==> config.mk <==
export PLATFORM = sky130hd
export DESIGN_NAME = gated_smoothing_pid_tracker_top
export DESIGN_NICKNAME = d
export VERILOG_FILES = /design/src/rtl/core/gspt_pkg.sv /design/src/rtl/core/gspt_filter.sv /design/src/rtl/core/gspt_axis.sv /design/src/rtl/core/gated_smoothing_pid_tracker_top.sv
export SDC_FILE = /design/constraint.sdc
export NUM_CORES = 2
export LEC_CHECK = 0
export BUFFER_PORTS_ARGS = -buffer_cell sky130_fd_sc_hd__buf_2
export CAP_MARGIN = 20
export CORE_UTILIZATION = 50
export CTS_CLUSTER_SIZE = 8
export DETAILED_ROUTE_END_ITERATION = 10
export MAX_ROUTING_LAYER = met4
export PLACE_DENSITY = 0.63
export REMOVE_ABC_BUFFERS = 1
export SLEW_MARGIN = 20
export SYNTH_ARGS = -nofsm -noshare
export SYNTH_HDL_FRONTEND = slang
export SYNTH_SLANG_ARGS = --single-unit
export TNS_END_PERCENT = 20
==> constraint.sdc <==
create_clock -name clk -period 14.9 [get_ports clk]
set_input_delay 0.745 -clock clk [delete_from_list [all_inputs] [get_ports clk]]
set_output_delay 0.745 -clock clk [all_outputs]
set_load 0.01 [all_outputs]
==> src/rtl/core/gspt_pkg.sv <==
package gspt_pkg;

  // Field widths
  localparam int COORD_W = 11;
  localparam int SMOOTH_W = 12;
  localparam int GAIN_W = 16;
  localparam int CNT_W = 4;
  localparam int ERR_W = 13;
  localparam int DIFF_W = ERR_W + 1;
  localparam int PROD_W = DIFF_W + GAIN_W + 1;
  localparam int Q_SH = 8;
  localparam int Q_W = PROD_W - Q_SH;
  localparam int INTEG_W = 8;
  localparam int IACC_W = Q_W + 1;
  localparam int STEP_W = 12;
  localparam int SSUM_W = Q_W + 2;
  localparam int STEP_OUT_W = 7;
  localparam int POS_W = 32;
  localparam int CFG_IDX_W = 3;
  localparam int CFG_DATA_W = 16;
  localparam int THR_W = 11;

  // Tuning constants
  localparam int SMOOTH_Q8 = 128;
  localparam int GATE_BASE = 100;
  localparam int GATE_STEP = 10;
  localparam int CNT_MAX = 10;
  localparam int DEAD_BAND = 5;
  localparam int INTEG_CLAMP = 100;
  localparam int STEP_CLAMP = 50;
  localparam int FRAME_HEIGHT = 1080;

  // Register reset values
  localparam logic [COORD_W-1:0] AIM_X_RST = COORD_W'(801);
  localparam logic [COORD_W-1:0] AIM_Y_RST = COORD_W'(740);
  localparam logic [GAIN_W-1:0] KP_X_RST = GAIN_W'(46);
  localparam logic [GAIN_W-1:0] KP_Y_RST = GAIN_W'(26);

  typedef enum logic [CFG_IDX_W-1:0] {
    REG_AIM_X   = 3'd0,
    REG_AIM_Y   = 3'd1,
    REG_KP_X    = 3'd2,
    REG_KI_X    = 3'd3,
    REG_KD_X    = 3'd4,
    REG_KP_Y    = 3'd5,
    REG_KI_Y    = 3'd6,
    REG_KD_Y    = 3'd7
  } reg_idx_t;

  typedef struct packed {
    logic [GAIN_W-1:0] kp;
    logic [GAIN_W-1:0] ki;
    logic [GAIN_W-1:0] kd;
  } gains_t;

  typedef struct packed {
    logic                     start;
    logic signed [ERR_W-1:0]  err;
  } lane_req_t;

  typedef struct packed {
    logic                     done;
    logic signed [STEP_W-1:0] step;
  } lane_res_t;

  typedef struct packed {
    logic                       go;
    logic signed [SMOOTH_W-1:0] raw_x;
    logic signed [SMOOTH_W-1:0] raw_y;
  } filt_req_t;

  typedef struct packed {
    logic                       accepted;
    logic signed [SMOOTH_W-1:0] smooth_x;
    logic signed [SMOOTH_W-1:0] smooth_y;
  } filt_res_t;

  // Q8.8 product scaled back, truncated toward zero
  function automatic logic signed [Q_W-1:0] qdiv(input logic signed [PROD_W-1:0] v);
    logic signed [PROD_W-1:0] t;
    t = v + ((v < 0) ? PROD_W'((1 << Q_SH) - 1) : PROD_W'(0));
    return Q_W'(t >>> Q_SH);
  endfunction

  function automatic logic signed [INTEG_W-1:0] sat_integ(
      input logic signed [IACC_W-1:0] v);
    logic signed [IACC_W-1:0] lim;
    lim = IACC_W'(INTEG_CLAMP);
    if (v > lim) return INTEG_W'(INTEG_CLAMP);
    else if (v < -lim) return INTEG_W'(-INTEG_CLAMP);
    else return INTEG_W'(v);
  endfunction

  function automatic logic signed [STEP_W-1:0] sat_step(
      input logic signed [SSUM_W-1:0] v);
    logic signed [SSUM_W-1:0] lim;
    lim = SSUM_W'(STEP_CLAMP);
    if (v > lim) return STEP_W'(STEP_CLAMP);
    else if (v < -lim) return STEP_W'(-STEP_CLAMP);
    else return STEP_W'(v);
  endfunction

endpackage

==> src/rtl/core/gspt_filter.sv <==
module gspt_filter (
  input  logic                 clk,
  input  logic                 rst_n,
  input  gspt_pkg::filt_req_t  req,
  output gspt_pkg::filt_res_t  res
);

  localparam int SUM_W = 2 * gspt_pkg::SMOOTH_W - 1;
  localparam logic signed [SUM_W-1:0] W_NEW = SUM_W'(gspt_pkg::SMOOTH_Q8);
  localparam logic signed [SUM_W-1:0] W_OLD = SUM_W'(256 - gspt_pkg::SMOOTH_Q8);

  logic signed [gspt_pkg::SMOOTH_W-1:0] sx_r, sy_r;
  logic [gspt_pkg::CNT_W-1:0]           cnt_r;
  logic                                 acc_r;

  logic signed [gspt_pkg::ERR_W-1:0]    dx, dy;
  logic [gspt_pkg::ERR_W-1:0]           adx, ady;
  logic [gspt_pkg::THR_W-1:0]           thr;
  logic                                 empty, outlier;
  logic signed [SUM_W-1:0]              sum_x, sum_y, tx, ty;

  always_comb begin
    empty = (sx_r == '0) && (sy_r == '0);
    dx  = gspt_pkg::ERR_W'(req.raw_x) - gspt_pkg::ERR_W'(sx_r);
    dy  = gspt_pkg::ERR_W'(req.raw_y) - gspt_pkg::ERR_W'(sy_r);
    adx = (dx < 0) ? gspt_pkg::ERR_W'(-dx) : gspt_pkg::ERR_W'(dx);
    ady = (dy < 0) ? gspt_pkg::ERR_W'(-dy) : gspt_pkg::ERR_W'(dy);
    thr = gspt_pkg::THR_W'(gspt_pkg::GATE_BASE)
        + gspt_pkg::THR_W'(cnt_r) * gspt_pkg::THR_W'(gspt_pkg::GATE_STEP);
    outlier = (gspt_pkg::THR_W'(adx) > thr) || (gspt_pkg::THR_W'(ady) > thr)
           || (adx > gspt_pkg::ERR_W'(thr)) || (ady > gspt_pkg::ERR_W'(thr));
    sum_x = W_NEW * SUM_W'(req.raw_x) + W_OLD * SUM_W'(sx_r);
    sum_y = W_NEW * SUM_W'(req.raw_y) + W_OLD * SUM_W'(sy_r);
    // truncate toward zero
    tx = sum_x + ((sum_x < 0) ? SUM_W'(255) : SUM_W'(0));
    ty = sum_y + ((sum_y < 0) ? SUM_W'(255) : SUM_W'(0));
  end

  always_ff @(posedge clk) begin
    if (!rst_n) begin
      sx_r  <= '0;
      sy_r  <= '0;
      cnt_r <= '0;
      acc_r <= 1'b1;
    end else if (req.go) begin
      if (empty) begin
        // empty filter: restart from the raw point
        sx_r  <= req.raw_x;
        sy_r  <= req.raw_y;
        acc_r <= 1'b1;
      end else if (outlier) begin
        acc_r <= 1'b0;
        if (cnt_r != gspt_pkg::CNT_W'(gspt_pkg::CNT_MAX)) cnt_r <= cnt_r + 1'b1;
      end else begin
        sx_r  <= gspt_pkg::SMOOTH_W'(tx >>> 8);
        sy_r  <= gspt_pkg::SMOOTH_W'(ty >>> 8);
        acc_r <= 1'b1;
        if (cnt_r != '0) cnt_r <= cnt_r - 1'b1;
      end
    end
  end

  assign res.accepted = acc_r;
  assign res.smooth_x = sx_r;
  assign res.smooth_y = sy_r;

endmodule

==> src/rtl/core/gspt_axis.sv <==
module gspt_axis (
  input  logic                clk,
  input  logic                rst_n,
  input  gspt_pkg::lane_req_t req,
  input  gspt_pkg::gains_t    gains,
  output gspt_pkg::lane_res_t res
);

  typedef enum logic [2:0] {
    L_IDLE,
    L_MUL_P,
    L_MUL_I,
    L_MUL_D,
    L_SUM
  } lane_state_t;

  localparam logic signed [gspt_pkg::ERR_W-1:0] DB = gspt_pkg::ERR_W'(gspt_pkg::DEAD_BAND);

  lane_state_t                           state_r;
  logic signed [gspt_pkg::ERR_W-1:0]     err_r, prev_err_r;
  logic signed [gspt_pkg::INTEG_W-1:0]   integ_r;
  logic signed [gspt_pkg::PROD_W-1:0]    prod_r;
  logic signed [gspt_pkg::Q_W-1:0]       p_r;
  logic signed [gspt_pkg::STEP_W-1:0]    step_r;
  logic                                  done_r;

  logic                                  dead;
  logic signed [gspt_pkg::DIFF_W-1:0]    mul_a;
  logic [gspt_pkg::GAIN_W-1:0]           mul_b;
  logic signed [gspt_pkg::PROD_W-1:0]    prod_nxt;
  logic signed [gspt_pkg::Q_W-1:0]       q;
  logic signed [gspt_pkg::IACC_W-1:0]    integ_sum;
  logic signed [gspt_pkg::SSUM_W-1:0]    step_sum;

  always_comb begin
    dead = (req.err >= -DB) && (req.err <= DB);
    unique case (state_r)
      L_MUL_I: begin
        mul_a = gspt_pkg::DIFF_W'(err_r);
        mul_b = gains.ki;
      end
      L_MUL_D: begin
        mul_a = gspt_pkg::DIFF_W'(err_r) - gspt_pkg::DIFF_W'(prev_err_r);
        mul_b = gains.kd;
      end
      default: begin
        mul_a = gspt_pkg::DIFF_W'(err_r);
        mul_b = gains.kp;
      end
    endcase
    // one shared multiplier, gain is unsigned
    prod_nxt  = gspt_pkg::PROD_W'(mul_a) * $signed({{(gspt_pkg::PROD_W-gspt_pkg::GAIN_W){1'b0}},
                                                    mul_b});
    q         = gspt_pkg::qdiv(prod_r);
    integ_sum = gspt_pkg::IACC_W'(integ_r) + gspt_pkg::IACC_W'(q);
    step_sum  = gspt_pkg::SSUM_W'(p_r) + gspt_pkg::SSUM_W'(integ_r) + gspt_pkg::SSUM_W'(q);
  end

  always_ff @(posedge clk) begin
    if (!rst_n) begin
      state_r    <= L_IDLE;
      done_r     <= 1'b0;
      prev_err_r <= '0;
      integ_r    <= '0;
    end else begin
      unique case (state_r)
        L_IDLE: begin
          if (req.start) begin
            err_r  <= req.err;
            done_r <= dead;
            if (dead) begin
              integ_r <= '0;
              step_r  <= '0;
            end else begin
              state_r <= L_MUL_P;
            end
          end
        end
        L_MUL_P: begin
          prod_r  <= prod_nxt;
          state_r <= L_MUL_I;
        end
        L_MUL_I: begin
          p_r     <= q;
          prod_r  <= prod_nxt;
          state_r <= L_MUL_D;
        end
        L_MUL_D: begin
          integ_r    <= gspt_pkg::sat_integ(integ_sum);
          prod_r     <= prod_nxt;
          prev_err_r <= err_r;
          state_r    <= L_SUM;
        end
        L_SUM: begin
          step_r  <= gspt_pkg::sat_step(step_sum);
          done_r  <= 1'b1;
          state_r <= L_IDLE;
        end
        default: state_r <= L_IDLE;
      endcase
    end
  end

  assign res.done = done_r;
  assign res.step = step_r;

endmodule

==> src/rtl/core/gated_smoothing_pid_tracker_top.sv <==
// Path: an input item runs through the filter and both PID lanes, then merges into
//   the output register once that is free; a lane in the dead band skips its products.
// Items: one at a time; the next item is taken once the previous result is in the
//   output register (the PID lanes share one multiplier each over three products).
// Reset: rst_n synchronous, active low; filter, PID and position state clear,
//   configuration registers return to their defaults.
module gated_smoothing_pid_tracker_top (
  input  logic                                    clk,
  input  logic                                    rst_n,
  // input channel
  input  logic                                    in_valid,
  output logic                                    in_ready,
  input  logic [gspt_pkg::COORD_W-1:0]            in_point_x,
  input  logic [gspt_pkg::COORD_W-1:0]            in_point_y,
  // result channel
  output logic                                    out_valid,
  input  logic                                    out_ready,
  output logic                                    out_accepted,
  output logic signed [gspt_pkg::SMOOTH_W-1:0]    out_smooth_x,
  output logic signed [gspt_pkg::SMOOTH_W-1:0]    out_smooth_y,
  output logic signed [gspt_pkg::STEP_OUT_W-1:0]  out_step_x,
  output logic signed [gspt_pkg::STEP_OUT_W-1:0]  out_step_y,
  output logic signed [gspt_pkg::POS_W-1:0]       out_motor_pos_x,
  output logic signed [gspt_pkg::POS_W-1:0]       out_motor_pos_y,
  // configuration
  input  logic                                    cfg_we,
  input  logic [gspt_pkg::CFG_IDX_W-1:0]          cfg_index,
  input  logic [gspt_pkg::CFG_DATA_W-1:0]         cfg_data
);

  // Sequencer: take item, run gate/smoothing, fire both PID lanes,
  // then merge the two steps into the position accumulators.
  typedef enum logic [2:0] {
    S_IDLE,
    S_FILT,
    S_LANE,
    S_WAIT,
    S_MERGE
  } top_state_t;

  top_state_t state_r;

  // Configuration registers
  logic [gspt_pkg::COORD_W-1:0] aim_x_r, aim_y_r;
  gspt_pkg::gains_t             gx_r, gy_r;

  // Captured item (y already flipped)
  logic signed [gspt_pkg::SMOOTH_W-1:0] raw_x_r, raw_y_r;

  // Position accumulators
  logic signed [gspt_pkg::POS_W-1:0] pos_x_r, pos_y_r;

  // Output register
  logic                                   out_valid_r;
  logic                                   acc_o_r;
  logic signed [gspt_pkg::SMOOTH_W-1:0]   sx_o_r, sy_o_r;
  logic signed [gspt_pkg::STEP_OUT_W-1:0] stx_o_r, sty_o_r;

  gspt_pkg::filt_req_t filt_req;
  gspt_pkg::filt_res_t filt_res;
  gspt_pkg::lane_req_t req_x, req_y;
  gspt_pkg::lane_res_t res_x, res_y;

  logic signed [gspt_pkg::POS_W-1:0] pos_x_nxt, pos_y_nxt;
  logic                              load_out;

  assign in_ready = (state_r == S_IDLE);
  assign load_out = (state_r == S_MERGE) && (!out_valid_r || out_ready);

  // Configuration writes, taken at any time
  always_ff @(posedge clk) begin
    if (!rst_n) begin
      aim_x_r <= gspt_pkg::AIM_X_RST;
      aim_y_r <= gspt_pkg::AIM_Y_RST;
      gx_r    <= '{kp: gspt_pkg::KP_X_RST, ki: '0, kd: '0};
      gy_r    <= '{kp: gspt_pkg::KP_Y_RST, ki: '0, kd: '0};
    end else if (cfg_we) begin
      unique case (gspt_pkg::reg_idx_t'(cfg_index))
        gspt_pkg::REG_AIM_X: aim_x_r <= cfg_data[gspt_pkg::COORD_W-1:0];
        gspt_pkg::REG_AIM_Y: aim_y_r <= cfg_data[gspt_pkg::COORD_W-1:0];
        gspt_pkg::REG_KP_X:  gx_r.kp <= cfg_data;
        gspt_pkg::REG_KI_X:  gx_r.ki <= cfg_data;
        gspt_pkg::REG_KD_X:  gx_r.kd <= cfg_data;
        gspt_pkg::REG_KP_Y:  gy_r.kp <= cfg_data;
        gspt_pkg::REG_KI_Y:  gy_r.ki <= cfg_data;
        gspt_pkg::REG_KD_Y:  gy_r.kd <= cfg_data;
        default: ;
      endcase
    end
  end

  // Gate and smoothing stage
  always_comb begin
    filt_req.go    = (state_r == S_FILT);
    filt_req.raw_x = raw_x_r;
    filt_req.raw_y = raw_y_r;
  end

  gspt_filter u_filter (
    .clk   (clk),
    .rst_n (rst_n),
    .req   (filt_req),
    .res   (filt_res)
  );

  // Lane requests: error against the aim point
  always_comb begin
    req_x.start = (state_r == S_LANE);
    req_x.err   = $signed({2'b00, aim_x_r}) - gspt_pkg::ERR_W'(filt_res.smooth_x);
    req_y.start = (state_r == S_LANE);
    req_y.err   = $signed({2'b00, aim_y_r}) - gspt_pkg::ERR_W'(filt_res.smooth_y);
  end

  gspt_axis u_axis_x (
    .clk   (clk),
    .rst_n (rst_n),
    .req   (req_x),
    .gains (gx_r),
    .res   (res_x)
  );

  gspt_axis u_axis_y (
    .clk   (clk),
    .rst_n (rst_n),
    .req   (req_y),
    .gains (gy_r),
    .res   (res_y)
  );

  // Merge: x moves against its step, y with it; both wrap
  always_comb begin
    pos_x_nxt = pos_x_r - gspt_pkg::POS_W'(res_x.step);
    pos_y_nxt = pos_y_r + gspt_pkg::POS_W'(res_y.step);
  end

  always_ff @(posedge clk) begin
    if (!rst_n) begin
      state_r     <= S_IDLE;
      out_valid_r <= 1'b0;
      pos_x_r     <= '0;
      pos_y_r     <= '0;
    end else begin
      if (load_out) begin
        out_valid_r <= 1'b1;
      end else if (out_ready) begin
        out_valid_r <= 1'b0;
      end

      unique case (state_r)
        S_IDLE: begin
          if (in_valid) begin
            raw_x_r <= $signed({1'b0, in_point_x});
            raw_y_r <= gspt_pkg::SMOOTH_W'(gspt_pkg::FRAME_HEIGHT)
                     - $signed({1'b0, in_point_y});
            state_r <= S_FILT;
          end
        end
        S_FILT:  state_r <= S_LANE;
        S_LANE:  state_r <= S_WAIT;
        S_WAIT: begin
          if (res_x.done && res_y.done) state_r <= S_MERGE;
        end
        S_MERGE: begin
          if (load_out) begin
            pos_x_r <= pos_x_nxt;
            pos_y_r <= pos_y_nxt;
            acc_o_r <= filt_res.accepted;
            sx_o_r  <= filt_res.smooth_x;
            sy_o_r  <= filt_res.smooth_y;
            stx_o_r <= res_x.step[gspt_pkg::STEP_OUT_W-1:0];
            sty_o_r <= res_y.step[gspt_pkg::STEP_OUT_W-1:0];
            state_r <= S_IDLE;
          end
        end
        default: state_r <= S_IDLE;
      endcase
    end
  end

  assign out_valid       = out_valid_r;
  assign out_accepted    = acc_o_r;
  assign out_smooth_x    = sx_o_r;
  assign out_smooth_y    = sy_o_r;
  assign out_step_x      = stx_o_r;
  assign out_step_y      = sty_o_r;
  assign out_motor_pos_x = pos_x_r;
  assign out_motor_pos_y = pos_y_r;

endmodule
Word-level counts from Yosys, hierarchy flattened
Index checks and enable logic that the tools add are counted.
Word-level totals
  flip-flop bits (word level): 485
  input port bits: 46
  output and inout bits: 105
Operators by class
  add/subtract/negate cells: 26
  multiply operators: 3
  $lt $le $gt $ge: 22
  equal/unequal tests: 31
  mux-type cells: 55
  bitwise gates (word level): 1
  reductions and logical operators: 53
Operators by type and width (count)
  12-bit two-way mux: 12
  8-bit two-way mux: 12
  16-bit one-hot mux with 2 select lines: 2
  31-bit by 9-bit adder with 31-bit output: 2
  31-bit by 1-bit less-than comparator with 1-bit output, second input constant: 2
  14-bit by 17-bit multiplier with 31-bit output: 2
  12-bit by 12-bit subtractor with 13-bit output: 4
  24-bit by 23-bit adder with 25-bit output: 2
  25-bit by 7-bit > comparator with 1-bit output, second input constant: 2
  25-bit by 7-bit less-than comparator with 1-bit output, second input constant: 2
  23-bit by 8-bit adder with 24-bit output: 2
  8-bit by 23-bit adder with 24-bit output: 2
  24-bit by 8-bit > comparator with 1-bit output, second input constant: 2
  24-bit by 8-bit less-than comparator with 1-bit output, second input constant: 2
  12-bit one-hot mux with 2 select lines: 2
  19-bit by 19-bit adder with 20-bit output: 2
  20-bit by 9-bit adder with 20-bit output: 2
  20-bit by 1-bit less-than comparator with 1-bit output, second input constant: 2
  2-bit AND reduction: 18
  32-bit by 12-bit adder with 32-bit output: 1
  8-bit one-hot mux with 2 select lines: 2
  32-bit by 12-bit subtractor with 32-bit output: 1
  14-bit two-way mux: 2
  13-bit by 13-bit subtractor with 14-bit output: 2
  35 further kinds: 107

Depth between registers and ports, before layout
  word-level depth: 9
  gate-level depth with buffers: 38
  mapped depth without buffers: 38

Hierarchy
From an unflattened synthesis, not the netlist that was laid out.
Second synthesis, totals
  cell total of the unflattened synthesis: 6082
  area, all modules: 51257.9 µm²
Modules (own cells, without submodules)
  gspt_axis (u_axis_x): times used 1, cells an instance 1937, area each 16697.3 µm², seq. area each 2872.8 µm²
  gspt_axis (u_axis_y): times used 1, cells an instance 1912, area each 16557.1 µm², seq. area each 2872.8 µm²
  gated_smoothing_pid_tracker_top: times used 1, cells an instance 1549, area each 12894.9 µm², seq. area each 5585.4 µm²
  gspt_filter: times used 1, cells an instance 684, area each 5108.6 µm², seq. area each 580.6 µm²

Least setup slack after synthesis
No wires, ideal clock.
  path type: reg2reg
  start: register u_axis_y.err_r[0] in the netlist's numbering
  end: register u_axis_y.prod_r[29] in the netlist's numbering, data pin
  arrival time: 8.644 ns
  required time: 14.642 ns
  slack: 5.999 ns
  cell stages (with the launch flop): 35
  path buffers: 0
  period minus slack after synthesis: 8.901 ns
  cells stage by stage: edfxtp_1 inv_1 ha_1 inv_1 fa_1 a21o_1 a21oi_1 o21ai_0 a21oi_1 o21ai_0 a21oi_1 o21bai_1 a2111oi_0 nor3b_1 o31ai_1 nand2_1 fa_1 fa_1 inv_1 fa_1 fa_1 fa_1 inv_1 fa_1 inv_1 ha_1 or3_1 o21ai_0 o31ai_1 a21oi_1 o22ai_1 or4_1 a31o_2 a21oi_1 xnor2_1
On the way
  word-level cells in the longest chain between the ends: 3
Ends and longest elaborated chain
  from (decl): line gspt_axis.sv:20  | logic signed [gspt_pkg::ERR_W-1:0] err_r, prev_err_r;
  from (signal assigned): line gspt_axis.sv:69  | err_r <= req.err;
  13-bit by 13-bit subtractor with 14-bit output: line gspt_axis.sv:43  | mul_a = gspt_pkg::DIFF_W'(err_r) - gspt_pkg::DIFF_W'(prev_err_r);
  14-bit two-way mux *: line gspt_axis.sv:37  | unique case (state_r)
  14-bit by 17-bit multiplier with 31-bit output *: line gspt_axis.sv:52  | prod_nxt = gspt_pkg::PROD_W'(mul_a) * $signed({{(gspt_pkg::PROD_W-gspt_pkg::GAIN_W){1'b0}},
  net u_axis_y.prod_nxt, one bit: line gspt_axis.sv:30  | logic signed [gspt_pkg::PROD_W-1:0] prod_nxt;
  to (signal assigned): line gspt_axis.sv:80  | prod_r <= prod_nxt;
  to (signal assigned): line gspt_axis.sv:85  | prod_r <= prod_nxt;
  to (signal assigned): line gspt_axis.sv:90  | prod_r <= prod_nxt;
  to (decl): line gspt_axis.sv:22  | logic signed [gspt_pkg::PROD_W-1:0] prod_r;
The timed path passes the listed nets; every way through them passes the cells marked *.
A chain may end at the register's enable or synchronous reset.

Worst setup path after layout
Same ends and word-level chain as after synthesis.

==> flow_summary.toml <==
[synth]
postSynth.asyncResetShare = 0
synthDistinctLibCells = 99
synth.cell_area_um2 = 50700
synth_edf_count = 220
yosys_warnings = 0
synth_seq_area_share = 0.235
ys_seq_elements = 485
synth_most_common_cell = "nand2_1"
synth_top_family_by_area = "adder cells"
synth_ff_type = "dfxtp_1"
synth_mux_area_frac = 0.0134
synthAdderAreaFrac = 0.282
syn_avg_cell_area_um2 = 8.52
yosys.area_share.simple = 0.184
synthTopCellsByArea = "fa_1 16%, edfxtp_1 13%, ha_1 13%"
synth_compound_area_frac = 0.160
postSynthCellCount = 5953
synth_xor_xnor_area_share = 0.0548
synth_largest_area_cell = "fa_1"
synth_common_cells = "881 x nand2_1, 731 x inv_1, 514 x ha_1"
synth_top_area_frac = 0.156

[sta]
max_freq_ghz = 0.102
finClkSkew_ps = 40.6
layout_setup_ws_ps = 5110
min_period_over_period = 0.657
tightest_slew_ps = 1130
holdWs_ps = 297
finalCriticalPeriod_ps = 9790
finalSetupViolations = 0
hold_viol = 0
finalMaxSlewViolations = 0
rsz0062_at_grt = "false"
slew-limit-headroom = 0.244
finalSetupTns_ps = 0

[placement]
dpl.hpwl_um = 105000
place_ws_ps = 5140
port_buffers = 150
gp_congestion = 0.938

[cts]
htree_levels = 3
clock_latency_ps = 630
cts.sinks = 485
cts_resized = 0
cts_buffers = 72
hold_buffers = 0
cts_setup_buffers = 0
path_clk_slew_ps = 50
cts_tree = "built"
clock_path_buffers = 3
cts-root-buf = "clkbuf_16"

[global_routing]
grt_overflow = 0
grt_pass1_vias = 40342
grt.total_usage = 0.270
grt_pass1_wl_um = 216000
gr-usage-met1 = 0.362
use_met3 = 0.0377
met2_usage = 0.427
busiest_layer = "met2"
antenna_found_initial = 0
grt_max_degree = 78

[worst_setup_path]
reg2reg_to = "u_axis_y.prod_r[29]"
crit_type = "reg -> reg"
critPathLaunchType = "register"
cp_slowest_stage_delay_ps = 800
endpoint_kind = "register"
reg2reg_from = "u_axis_y.err_r[0]"
startpoint = "u_axis_y.err_r[0]"
cp_max_fo = 7
reg2reg_setup_slack_ps = 5110
cp.arrival_ps = 10150
cp_common_cell = "fa_1"
reg2reg_depth = 34
crit_end = "u_axis_y.prod_r[29]"
cp.required_ps = 15260
cp_slowest_cell = "o31ai_1"

[finish]
multiInputGateArea_um2 = 35400
final_nets = 7004
drive_gt1_frac = 0.0694
regArea_um2 = 11900
post-route-util = 0.550
nFillCells = 9374
diodes = 0
areaGrowthSynthToFinish_pct = 8.82

[route]
postRouteAntennaNets = 0
drc_errors = 0
viasPerCell = 5.60
dr.pass1.iters = 6
first_iter_violations = 2936
drt-total-wl_um = 135000
vias = 41709
routedWlPerCell_um = 18.0

[die]
die_h_um = 320
fp.dieArea_um2 = 103000
die_x_um = 320
rows = 116
coreArea_um2 = 100000
start_util = 0.505
io_pins = 151

[run_status]
status = "finished, final reports clean"

[pwr]
p_leak_nw = 24.9
power.total_mw = 8.46
power.density_nw_per_um2 = 153
vdd_ir_drop_max_v = 0.000174

[hold_path]
hold_class = "in -> reg"

[flow_run]
drv_cap = 0
cells by family (layout without fill, tap and decap cells):
logic type,Yosys count,in the layout
XOR/XNOR,317,317
buffers and inverters,943,1087
AND/OR/NAND/NOR,2016,2016
flip-flops,485,485
multiplexers,67,67
AO/OA/AOI/OAI,1217,1217
adder cells (fa/ha/maj),908,908
power by group:
part | internal (mW) | switching, mW | total (mW)
combinational | 2.06 | 3.10 | 5.17
sequential | 1.65 | 0.113 | 1.76
clock | 0.916 | 0.612 | 1.53
total | 4.63 | 3.83 | 8.46
per-layer routing:
layer / vias to the layer above / wire (um)
met1: 19859 / 62200
li1: 20590 / -
met4: 0 / 3510
met3: 201 / 7700
met5: - / 0
met2: 1059 / 61100
worst max-delay path: cells and delay by family (launching register included):
kind                     cells  cell delay (ps)
adder cells (fa/ha/maj)      9             4100
flip-flops                   1              410
AO/OA/AOI/OAI               15             3530
XOR/XNOR                     1               80
buffers and inverters        5              280
AND/OR/NAND/NOR              4             1120
area by class of cell:
cell class,instances,area share
clock buffer,113,0.0364
timing repair buffer,233,0.0250
inverter,733,0.0500
tap,1357,0.0308
clock inverter,8,0.00102
multi-input combinational,4525,0.641
sequential,485,0.216
state kept, by name (all words and copies together) (netlist names), 11 cells and up:
signal	cells
aim_x_r	11
aim_y_r	11
gx_r	48
gy_r	48
out_motor_pos_x	32
out_motor_pos_y	32
out_smooth_x	12
out_smooth_y	12
raw_x_r	11
raw_y_r	12
u_axis_x.err_r	13
u_axis_x.p_r	23
u_axis_x.prev_err_r	13
u_axis_x.prod_r	31
u_axis_x.step_r	12
u_axis_y.err_r	13
u_axis_y.p_r	23
u_axis_y.prev_err_r	13
u_axis_y.prod_r	31
u_axis_y.step_r	12
u_filter.sx_r	12
u_filter.sy_r	12
through the flow:
stage,instances,instance area [um^2]
global placement,7332,53100
floorplan,5743,49900
CTS,7453,55100
finish,7454,55200
detailed placement,7332,53100
global route,7454,55200
cell usage in the layout, fill, tap and decap left out, types with 53 or more instances in the layout:
| master | count |
|---|---|
| xor2_1 | 103 |
| nor2_1 | 391 |
| buf_4 | 83 |
| clkbuf_16 | 74 |
| edfxtp_1 | 220 |
| dfxtp_1 | 265 |
| nor2b_1 | 53 |
| o21ai_0 | 173 |
| buf_2 | 149 |
| a21oi_1 | 403 |
| nor3_1 | 164 |
| inv_1 | 730 |
| xnor2_1 | 214 |
| a21o_1 | 113 |
| mux2i_1 | 62 |
| nand2b_1 | 61 |
| and2_1 | 56 |
| nand3_1 | 107 |
| ha_1 | 514 |
| nand2_1 | 881 |
| o21a_1 | 80 |
| fa_1 | 394 |
worst min-delay path by stage:
stage                        start      endpoint  slack [ps]  cells after the start
global placement    u_filter.acc_r  out_accepted         420                      0
finish               in_point_x[4]    raw_x_r[4]         300                      1
floorplan           u_filter.acc_r  out_accepted         410                      0
CTS                 in_point_x[10]   raw_x_r[10]         260                      1
global route        in_point_x[10]   raw_x_r[10]         280                      1
detailed placement        gy_r[18]      gy_r[18]         450                      2
Power figures use the tool's default switching activity.
